==> config.mk <==
export PLATFORM = sky130hd
export DESIGN_NAME = counting_semaphore_fifo_waiters
export DESIGN_NICKNAME = d
export VERILOG_FILES = /design/src/rtl/csfw_pkg.sv /design/src/rtl/counting_semaphore_fifo_waiters.sv /design/src/rtl/csfw_queue_mem.sv /design/src/rtl/csfw_ctrl.sv
export SDC_FILE = /design/constraint.sdc
export NUM_CORES = 1
export LEC_CHECK = 0
export ABC_CLOCK_PERIOD_IN_PS = 3380
export BUFFER_PORTS_ARGS = -buffer_cell sky130_fd_sc_hd__buf_4
export CORE_MARGIN = 5
export CORE_UTILIZATION = 50
export DETAILED_ROUTE_END_ITERATION = 10
export PLACE_DENSITY = 0.69
export SKIP_CTS_REPAIR_TIMING = 1
export SYNTH_ARGS = -nofsm -noshare
export SYNTH_HDL_FRONTEND = slang
export SYNTH_SLANG_ARGS = --single-unit
==> constraint.sdc <==
create_clock -name clk -period 3.38 [get_ports clk]
set_input_delay 0.338 -clock clk [delete_from_list [all_inputs] [get_ports clk]]
set_output_delay 0.338 -clock clk [all_outputs]
set_load 0.02 [all_outputs]
==> src/rtl/csfw_pkg.sv <==
`timescale 1ns / 1ps
// ----------------------------------------------------------------------------
// csfw_pkg
// Shared operation codes, status codes and control types for the counting
// semaphore with its first-in first-out wait queue.
// ----------------------------------------------------------------------------
package csfw_pkg;

    // Operation codes carried by the func field of an input word.
    localparam logic [1:0] FN_TRY     = 2'd0;
    localparam logic [1:0] FN_WAIT    = 2'd1;
    localparam logic [1:0] FN_RELEASE = 2'd2;
    localparam logic [1:0] FN_CHECK   = 2'd3;

    // Width of the unit counter and of the max_count register.
    localparam int unsigned COUNT_W = 8;

    // Register data width on the configuration port.
    localparam int unsigned PDATA_W = 32;
    localparam int unsigned PADDR_W = 2;

    // Result status codes.
    typedef enum logic [3:0] {
        ST_ACQUIRED   = 4'd0,
        ST_REFUSED    = 4'd1,
        ST_QUEUED     = 4'd2,
        ST_RELEASED   = 4'd3,
        ST_HANDED     = 4'd4,
        ST_QFULL      = 4'd5,
        ST_UNDERFLOW  = 4'd6,
        ST_CHECK_OK   = 4'd7,
        ST_CHECK_FAIL = 4'd8
    } status_t;

    // Outcome of one operation, passed from the control unit to the output stage.
    typedef struct packed {
        status_t              status;
        logic                 wake_valid;
        logic [COUNT_W-1:0]   count_now;
    } csfw_result_t;

endpackage

==> src/rtl/counting_semaphore_fifo_waiters.sv <==
`timescale 1ns / 1ps
// ----------------------------------------------------------------------------
// counting_semaphore_fifo_waiters
// Counting semaphore with a first-in first-out queue of waiting tasks.
// ----------------------------------------------------------------------------
// Usage:
// An input word (func, task_id) arrives on in_valid/in_ready. Each word
// gives exactly one result word (status, wake_valid, wake_task, count_now,
// waiters_now) on out_valid/out_ready, in order.
// A word's result is registered at the edge that accepts it. Throughput
// is one word per cycle while out_ready is high, set by the single
// read-modify-write of the count and queue pointers; the queue memory read
// for a hand-over happens in the same cycle as that update. The output
// register is the only buffer: while a result waits and out_ready is low,
// in_ready is low; when out_ready is high a new word is taken in the same
// cycle the old result leaves. The max_count register sits at address 0 of
// the APB port; the user must write it only while the block is idle, which
// the block does not enforce. Reset sets max_count to 1 and clears the
// count and queue pointers; the queue memory needs no clearing pass.
// ----------------------------------------------------------------------------
module counting_semaphore_fifo_waiters #(
    parameter int unsigned MAX_WAITERS  = 16,
    parameter int unsigned TASK_ID_BITS = 8
) (
    input  logic                                clk,
    input  logic                                rst_n,
    // APB configuration port
    input  logic                                psel,
    input  logic                                penable,
    input  logic                                pwrite,
    input  logic [csfw_pkg::PADDR_W-1:0]        paddr,
    input  logic [csfw_pkg::PDATA_W-1:0]        pwdata,
    output logic [csfw_pkg::PDATA_W-1:0]        prdata,
    output logic                                pready,
    // Input channel
    input  logic                                in_valid,
    output logic                                in_ready,
    input  logic [1:0]                          func,
    input  logic [TASK_ID_BITS-1:0]             task_id,
    // Output channel
    output logic                                out_valid,
    input  logic                                out_ready,
    output logic [3:0]                          status,
    output logic                                wake_valid,
    output logic [TASK_ID_BITS-1:0]             wake_task,
    output logic [csfw_pkg::COUNT_W-1:0]        count_now,
    output logic [$clog2(MAX_WAITERS+1)-1:0]    waiters_now
);

    import csfw_pkg::*;

    localparam int unsigned IDX_W  = (MAX_WAITERS > 1) ? $clog2(MAX_WAITERS) : 1;
    localparam int unsigned FILL_W = $clog2(MAX_WAITERS + 1);

    logic [COUNT_W-1:0]      max_count_reg;
    logic                    cfg_write;
    logic                    step;
    csfw_result_t            result;
    logic [FILL_W-1:0]       waiters_next;
    logic                    mem_wr_en;
    logic [IDX_W-1:0]        mem_wr_idx;
    logic [TASK_ID_BITS-1:0] mem_wr_data;
    logic                    mem_rd_en;
    logic [IDX_W-1:0]        mem_rd_idx;
    logic [TASK_ID_BITS-1:0] mem_rd_data;
    logic                    out_valid_reg;
    csfw_result_t            result_reg;
    logic [FILL_W-1:0]       waiters_reg;

    // Configuration register at address 0; being the only register, it takes
    // every write, and reads of other addresses return zero.
    assign pready    = 1'b1;
    assign cfg_write = psel & penable & pwrite & pready;
    assign prdata    = (paddr == '0) ? PDATA_W'(max_count_reg) : '0;

    always_ff @(posedge clk or negedge rst_n)
    begin
        if (!rst_n)
        begin
            max_count_reg <= COUNT_W'(1);
        end
        else if (cfg_write)
        begin
            max_count_reg <= pwdata[COUNT_W-1:0];
        end
    end

    // A word is taken when the output register is empty or being emptied.
    assign in_ready = !out_valid_reg || out_ready;
    assign step     = in_valid && in_ready;

    csfw_ctrl #(
        .MAX_WAITERS  (MAX_WAITERS),
        .TASK_ID_BITS (TASK_ID_BITS),
        .IDX_W        (IDX_W),
        .FILL_W       (FILL_W)
    ) u_ctrl (
        .clk          (clk),
        .rst_n        (rst_n),
        .step         (step),
        .func         (func),
        .task_id      (task_id),
        .max_count    (max_count_reg),
        .result       (result),
        .waiters_next (waiters_next),
        .mem_wr_en    (mem_wr_en),
        .mem_wr_idx   (mem_wr_idx),
        .mem_wr_data  (mem_wr_data),
        .mem_rd_en    (mem_rd_en),
        .mem_rd_idx   (mem_rd_idx)
    );

    csfw_queue_mem #(
        .DEPTH (MAX_WAITERS),
        .WIDTH (TASK_ID_BITS),
        .IDX_W (IDX_W)
    ) u_queue_mem (
        .clk     (clk),
        .wr_en   (mem_wr_en),
        .wr_idx  (mem_wr_idx),
        .wr_data (mem_wr_data),
        .rd_en   (mem_rd_en),
        .rd_idx  (mem_rd_idx),
        .rd_data (mem_rd_data)
    );

    // Output register; the woken task number comes from the memory read register.
    always_ff @(posedge clk or negedge rst_n)
    begin
        if (!rst_n)
        begin
            out_valid_reg <= 1'b0;
        end
        else if (step)
        begin
            out_valid_reg <= 1'b1;
        end
        else if (out_ready)
        begin
            out_valid_reg <= 1'b0;
        end
    end

    always_ff @(posedge clk)
    begin
        if (step)
        begin
            result_reg  <= result;
            waiters_reg <= waiters_next;
        end
    end

    assign out_valid   = out_valid_reg;
    assign status      = result_reg.status;
    assign wake_valid  = result_reg.wake_valid;
    assign wake_task   = result_reg.wake_valid ? mem_rd_data : '0;
    assign count_now   = result_reg.count_now;
    assign waiters_now = waiters_reg;

`ifndef ASSERT_OFF
    // A new word is never taken over a result that is still stalled.
    assert property (@(posedge clk) disable iff (!rst_n)
        step |-> !(out_valid && !out_ready))
        else $error("input taken while result stalled");

    // A woken task is reported only with the hand-over status.
    assert property (@(posedge clk) disable iff (!rst_n)
        (out_valid && wake_valid) |-> (status == ST_HANDED))
        else $error("wake without hand-over");

    // The queue never reports more waiters than it can hold.
    assert property (@(posedge clk) disable iff (!rst_n)
        out_valid |-> (waiters_now <= FILL_W'(MAX_WAITERS)))
        else $error("waiter count beyond queue depth");

    // A queued task always leaves at least one waiter behind.
    assert property (@(posedge clk) disable iff (!rst_n)
        (out_valid && status == ST_QUEUED) |-> (waiters_now != '0))
        else $error("queued with empty queue");
`endif

endmodule

==> src/rtl/csfw_queue_mem.sv <==
`timescale 1ns / 1ps
// ----------------------------------------------------------------------------
// csfw_queue_mem
// Wait queue storage: one write port and one read port, with the read data
// registered.
// ----------------------------------------------------------------------------
module csfw_queue_mem #(
    parameter int unsigned DEPTH  = 16,
    parameter int unsigned WIDTH  = 8,
    parameter int unsigned IDX_W  = 4
) (
    input  logic             clk,
    input  logic             wr_en,
    input  logic [IDX_W-1:0] wr_idx,
    input  logic [WIDTH-1:0] wr_data,
    input  logic             rd_en,
    input  logic [IDX_W-1:0] rd_idx,
    output logic [WIDTH-1:0] rd_data
);

    logic [WIDTH-1:0] mem [DEPTH];
    logic [WIDTH-1:0] rd_data_reg;

    // Entries hold no reset value; an entry is only read after it was written.
    always_ff @(posedge clk)
    begin
        if (wr_en)
        begin
            mem[wr_idx] <= wr_data;
        end
        if (rd_en)
        begin
            rd_data_reg <= mem[rd_idx];
        end
    end

    assign rd_data = rd_data_reg;

endmodule

==> src/rtl/csfw_ctrl.sv <==
`timescale 1ns / 1ps
// ----------------------------------------------------------------------------
// csfw_ctrl
// Semaphore control: holds the unit count and the queue pointers, decides
// the outcome of each operation and issues the queue memory accesses.
// ----------------------------------------------------------------------------
module csfw_ctrl #(
    parameter int unsigned MAX_WAITERS  = 16,
    parameter int unsigned TASK_ID_BITS = 8,
    parameter int unsigned IDX_W        = 4,
    parameter int unsigned FILL_W       = 5
) (
    input  logic                                 clk,
    input  logic                                 rst_n,
    input  logic                                 step,
    input  logic [1:0]                           func,
    input  logic [TASK_ID_BITS-1:0]              task_id,
    input  logic [csfw_pkg::COUNT_W-1:0]         max_count,
    output csfw_pkg::csfw_result_t               result,
    output logic [FILL_W-1:0]                    waiters_next,
    output logic                                 mem_wr_en,
    output logic [IDX_W-1:0]                     mem_wr_idx,
    output logic [TASK_ID_BITS-1:0]              mem_wr_data,
    output logic                                 mem_rd_en,
    output logic [IDX_W-1:0]                     mem_rd_idx
);

    import csfw_pkg::*;

    localparam logic [IDX_W-1:0]  LAST_IDX = IDX_W'(MAX_WAITERS - 1);
    localparam logic [FILL_W-1:0] FULL_FILL = FILL_W'(MAX_WAITERS);

    logic [COUNT_W-1:0] held_reg, held_next;
    logic [IDX_W-1:0]   head_reg, head_next;
    logic [IDX_W-1:0]   tail_reg, tail_next;
    logic [FILL_W-1:0]  fill_reg, fill_next;
    logic               unit_free;
    logic               wr_req;
    logic               rd_req;

    assign unit_free = (held_reg < max_count);

    // Decide the outcome and the next count and pointer values.
    always_comb
    begin
        held_next         = held_reg;
        head_next         = head_reg;
        tail_next         = tail_reg;
        fill_next         = fill_reg;
        wr_req            = 1'b0;
        rd_req            = 1'b0;
        result.status     = ST_ACQUIRED;
        result.wake_valid = 1'b0;
        case (func)
            FN_TRY:
            begin
                if (unit_free)
                begin
                    held_next     = held_reg + COUNT_W'(1);
                    result.status = ST_ACQUIRED;
                end
                else
                begin
                    result.status = ST_REFUSED;
                end
            end
            FN_WAIT:
            begin
                if (unit_free)
                begin
                    held_next     = held_reg + COUNT_W'(1);
                    result.status = ST_ACQUIRED;
                end
                else if (fill_reg == FULL_FILL)
                begin
                    result.status = ST_QFULL;
                end
                else
                begin
                    wr_req        = 1'b1;
                    tail_next     = (tail_reg == LAST_IDX) ? '0 : tail_reg + IDX_W'(1);
                    fill_next     = fill_reg + FILL_W'(1);
                    result.status = ST_QUEUED;
                end
            end
            FN_RELEASE:
            begin
                if (fill_reg != '0)
                begin
                    // Hand the unit to the oldest waiter; its number is read here.
                    rd_req            = 1'b1;
                    head_next         = (head_reg == LAST_IDX) ? '0 : head_reg + IDX_W'(1);
                    fill_next         = fill_reg - FILL_W'(1);
                    result.wake_valid = 1'b1;
                    result.status     = ST_HANDED;
                end
                else if (held_reg != '0)
                begin
                    held_next     = held_reg - COUNT_W'(1);
                    result.status = ST_RELEASED;
                end
                else
                begin
                    result.status = ST_UNDERFLOW;
                end
            end
            default:
            begin
                // Check whether every unit is held.
                result.status = unit_free ? ST_CHECK_FAIL : ST_CHECK_OK;
            end
        endcase
        result.count_now = held_next;
    end

    assign waiters_next = fill_next;
    assign mem_wr_en    = step & wr_req;
    assign mem_wr_idx   = tail_reg;
    assign mem_wr_data  = task_id;
    assign mem_rd_en    = step & rd_req;
    assign mem_rd_idx   = head_reg;

    // Count and pointer registers advance once per accepted word.
    always_ff @(posedge clk or negedge rst_n)
    begin
        if (!rst_n)
        begin
            held_reg <= '0;
            head_reg <= '0;
            tail_reg <= '0;
            fill_reg <= '0;
        end
        else if (step)
        begin
            held_reg <= held_next;
            head_reg <= head_next;
            tail_reg <= tail_next;
            fill_reg <= fill_next;
        end
    end

endmodule

# Word-level counts from Yosys, hierarchy flattened
# Memory sizes are Yosys's and may differ from the RTL's. A register that Yosys moved wholly into a read port is not among the register bits.
# Cells that the tools add are included.
[word_totals]
n_memories = 1
elab_cells = 68
ff_bits = 48
input_bits = 51
out_inout_bits = 61
ram_bits = 128
[classes]
eq_ne = 5
magnitude_cmp = 1
reduce_logical = 11
bitwise = 6
n_mux = 28
add_sub_neg = 6
[memory_table]
columns = ["memory", "depth", "width", "read_ports", "rd_ports_with_merged_regs", "wr", "line", "source"]
rows = [
  ["u_queue_mem.mem", 16, 8, 1, 1, 1, "csfw_queue_mem.sv:21", "logic [WIDTH-1:0] mem [DEPTH];"],
]
[op_table]
columns = ["op", "n"]
rows = [
  ["8-bit 2-to-1 mux", 5],
  ["4-bit 2-to-1 mux", 4],
  ["8-bit one-hot mux with 2 select lines", 1],
  ["5-bit 2-to-1 mux", 3],
  ["4-bit one-hot mux with 3 select lines", 1],
  ["1-bit 2-to-1 mux", 10],
  ["5-bit one-hot mux with 2 select lines", 1],
  ["3-bit 2-to-1 mux", 3],
  ["4-bit by 1-bit adder with 4-bit output (second input constant)", 2],
  ["8-bit by 1-bit adder with 8-bit output (second input constant)", 1],
  ["4-bit == test (second input constant)", 2],
  ["8-bit < comparator", 1],
  ["8-bit nonzero test", 1],
  ["8-bit by 1-bit subtractor with 8-bit output (second input constant)", 1],
  ["5-bit by 1-bit adder with 5-bit output (second input constant)", 1],
  ["5-bit == test (second input constant)", 1],
  ["5-bit nonzero test", 1],
  ["5-bit by 1-bit subtractor with 5-bit output (second input constant)", 1],
  ["1-bit bitwise AND", 4],
  ["2-bit logical NOT", 2],
  ["4-bit AND reduction", 1],
  ["3-bit AND reduction", 1],
  ["2-bit by 1-bit == test with 1-bit output (second input constant)", 1],
  ["2-bit == test (second input constant)", 1],
  ["other kinds (6)", 7],
]

# Depth between registers and ports, before layout
[depth]
word_depth = 7
ltp_mapped = 9
mapped_depth_nobuf = 8

# Cells and area by module
# Synthesis repeated with hierarchy kept, for this count alone.
[hier_totals]
cells_unflattened = 615
hier_area_um2 = 8813.5
[modules_own_cells]
columns = ["mod", "area_per_inst_um2", "seq_area_each_um2", "cells_per_inst", "instances"]
rows = [
  ["csfw_queue_mem", 5227.5, 4083.9, 229, 1],
  ["csfw_ctrl", 2393.5, 525.5, 303, 1],
  ["counting_semaphore_fifo_waiters", 1192.4, 767.0, 83, 1],
]

# Worst setup path after synthesis
# OpenSTA, ideal clock, no wires.
[synth_timing]
path_kind = "reg2reg"
from = "register u_ctrl.held_reg[3]"
to = "memory u_queue_mem.mem[3][0], enable pin"
t_arrival_ps = 2552
path_buffers = 0
required_time_ps = 2997
setup_ps = 383
path_stages_with_launch = 8
period_less_slack_ps = 2936
setup_slack_ps = 444
path_cell_list = "dfrtp_1 ha_1 o21ai_0 a211o_1 o21a_1 nor4_4 nand2_1 nor3_1"
[synth_between]
elab_chain_cells = 6
[synth_rtl]
columns = ["item", "line", "source"]
rows = [
  ["from (decl)", "csfw_ctrl.sv:33", "logic [COUNT_W-1:0] held_reg, held_next;"],
  ["from (signal assigned)", "csfw_ctrl.sv:135", "held_reg <= held_next;"],
  ["8-bit < comparator", "csfw_ctrl.sv:41", "assign unit_free = (held_reg < max_count);"],
  ["1-bit 2-to-1 mux", "csfw_ctrl.sv:69", "if (unit_free)"],
  ["1-bit 2-to-1 mux", "csfw_ctrl.sv:54", "case (func)"],
  ["1-bit bitwise AND", "csfw_ctrl.sv:117", "assign mem_wr_en = step & wr_req;"],
  ["1-bit 2-to-1 mux", "csfw_queue_mem.sv:27", "if (wr_en)"],
  ["1-bit 2-to-1 mux (implied by the code)", "csfw_queue_mem.sv:29", "mem[wr_idx] <= wr_data;"],
  ["to (decl)", "csfw_queue_mem.sv:21", ""],
]
# No other way between the ends.

# Worst setup path after layout
[layout_timing]
from = "register u_ctrl.held_reg[2]"
to = "memory u_queue_mem.mem[3][1], enable pin"
# The elaborated chain is that of the path after synthesis.

==> impl_metrics.ini <==
[route]
vias = 5393
drc = 0
avgViaCountPerCell = 5.77
routed_wl_um = 18500
antenna_left = 0
drt_pass1_iterations = 5
wl_per_cell_um = 19.7
first_iter_violations = 543

[placed_design]
place_ws_ps = 497
place_congestion = 0.846
port_buffers = 62
dpl.hpwl_um = 12500

[critical_path]
crit_fanout = 11
startpoint_type = flop
arrival_ps = 3070
crit_type = flop to flop
cp-end-kind = flop
rr_worst_depth = 8
worstPathRequired_ps = 3510

[cts]
cts_num_sinks = 184
cts_root_buf = clkbuf_16
clockBufferDepth = 2
cts_tree = built
insertion_delay_ps = 430
h-tree-depth = 4
numCtsBuffers = 17
clkTransAtPathRegs_ps = 70

[finish]
fin_util = 0.592
drive_above_1_share = 0.231
fill_cells = 1323
multi_input_area_um2 = 2800
regArea_um2 = 5380
fin_nets = 774
largest_register_ffs = 128
diodes = 0
areaGrowthSynthToFinish_pct = 15.9
regMostFlops = u_queue_mem.mem

[global_routing]
gr-total-overflow = 0
track_usage = 0.192
antenna_found_initial = 0
grt_pass1_wl_um = 29200
grt_pass1_vias = 5218
grt_start_max_net_pins = 31

[sta]
timing.setup.tns_ps = 0
clock.fmax_mhz = 340
tightest_slew_ps = 934
min_period_ps = 2940
layout_setup_ws_ps = 443
rsz0062_at_grt = false
finalCritPeriodShare = 0.869
setup_violations = 0
hold_viol = 0
finClkSkew_ps = 9.95
max_slew_margin = 0.375
slew_violations = 0
worst_hold_slack_ps = 118

[pwr]
p_int_mw = 4.81
total_power_mw = 7.21
p_sw_frac = 0.332
ir_drop_uv = 403
comb_power_share = 0.300
clkPwrFrac = 0.284
powerDensity_nw_per_um2 = 732
power_switching_mw = 2.40
seqPwrFrac = 0.416
p_leak_nw = 3.69

[floorplanning]
die_h_um = 140
die-area_um2 = 19700
fp-row-count = 47
io_pins = 112
die_w_um = 140
initial_core_util = 0.511
design.core.area_um2 = 16600

[outcome]
outcome = finished clean

[yosys]
ys_ff_latch = 184
synthTopCellsByArea = edfxtp_1 (54%), dfrtp_1 (8.5%), mux4_2 (4.2%), mux2i_1 (3.3%), ha_1 (3.1%)
yosys.area.top_type = edfxtp_1
yosysSeqAreaShare = 0.632
synthCells = 624
synth_edf_count = 154
synth-warning-count = 0
postSynthAreaPerCell_um2 = 13.6
synthesis.area_um2 = 8500
yosysMostFrequentCell = edfxtp_1
netlist.area_leader.share = 0.544
synth_cell_types = 61
ys.flop_type = edfxtp_1
synthArstFlopShare = 0.163
netlist_top_cells_count = edfxtp_1 (154), o21ai_0 (45), nand2_1 (43)

[flow_run]
cap_violations = 0

[hold_path]
min_path_type = input pin to flop
hold_depth = 2
[worst paths after layout]
path	from	end	slack (ps)
max in group asynchronous	rst_n	u_ctrl.mem_rd_idx[0]	2650
setup / recovery	u_ctrl.held_reg[2]	u_queue_mem.mem[3][1]	440
hold / removal	in_valid	out_valid	120
hold reg to reg	max_count_reg[1]	max_count_reg[1]	510
setup reg to reg	u_ctrl.held_reg[2]	u_queue_mem.mem[3][1]	440
min in group asynchronous	rst_n	max_count_reg[1]	380
[power groups by stage]
stage | logic [mW] | registers [mW] | clock network (mW)
floorplan | 1.62 | 2.88 | 0
global placement | 2.10 | 3.03 | 0
detailed placement | 2.14 | 3.04 | 0
CTS | 2.16 | 3.00 | 2.09
global route | 2.37 | 3.03 | 2.19
finish | 2.17 | 3.00 | 2.05
[metal layers]
metal / vias to the layer above / wire (µm) / global-route usage
met4: 0 / 359 / 0.0658
li1: 2487 / - / -
met2: 225 / 8570 / 0.294
met5: - / 0 / 0
met3: 30 / 1370 / 0.0392
met1: 2651 / 8170 / 0.275
[cell families after synthesis]
kind of cell / share of synthesized area
flops: 0.632
xor+xnor: 0.00412
simple gates: 0.0836
other cells: 0.000883
buf+inv: 0.0487
fa+ha+maj: 0.0309
compound gates: 0.103
mux: 0.0965
[stage by stage]
step / std cells / area [µm²]
detailed placement: 902 / 9230
global route: 935 / 9850
CTS: 934 / 9840
finish: 935 / 9850
global placement: 902 / 9230
floorplan: 647 / 8590
[area by class of cell]
class	instances	share of cell area
clock inverters	14	0.0188
clock buffers	18	0.0436
inverters	26	0.00990
repair buffers	90	0.0701
multi-input cells	383	0.284
well taps	220	0.0279
flip-flops and latches	184	0.546
[critical path: stages (launching register included)]
cell	delay, ps
dfrtp_1	500
ha_1	330
o21ai_0	70
a211o_1	310
o21a_1	240
nor4_4	500
nand2_1	270
nor3_1	200
buf_4	230
[layout by cell type (no fill, tap or decap), types with 3 or more instances in the layout]
| master | instances |
|---|---|
| conb_1 | 25 |
| bufinv_16 | 3 |
| nor3_1 | 16 |
| a31oi_1 | 4 |
| mux4_2 | 16 |
| a22oi_1 | 10 |
| and2_1 | 10 |
| buf_4 | 88 |
| inv_8 | 3 |
| a21o_1 | 5 |
| nand4_1 | 3 |
| mux2i_1 | 28 |
| nor2b_1 | 4 |
| nor2_1 | 31 |
| nand2b_1 | 6 |
| clkbuf_16 | 17 |
| a21oi_1 | 28 |
| inv_6 | 3 |
| edfxtp_1 | 154 |
| xnor2_1 | 3 |
| a221oi_1 | 9 |
| nand2_1 | 43 |
| mux2_2 | 16 |
| inv_1 | 25 |
| a32oi_1 | 3 |
| nand3_1 | 9 |
| o31ai_1 | 4 |
| dfrtp_1 | 28 |
| o21ai_0 | 45 |
| a211oi_1 | 7 |
| ha_1 | 21 |
Power figures use the tool's default switching activity.
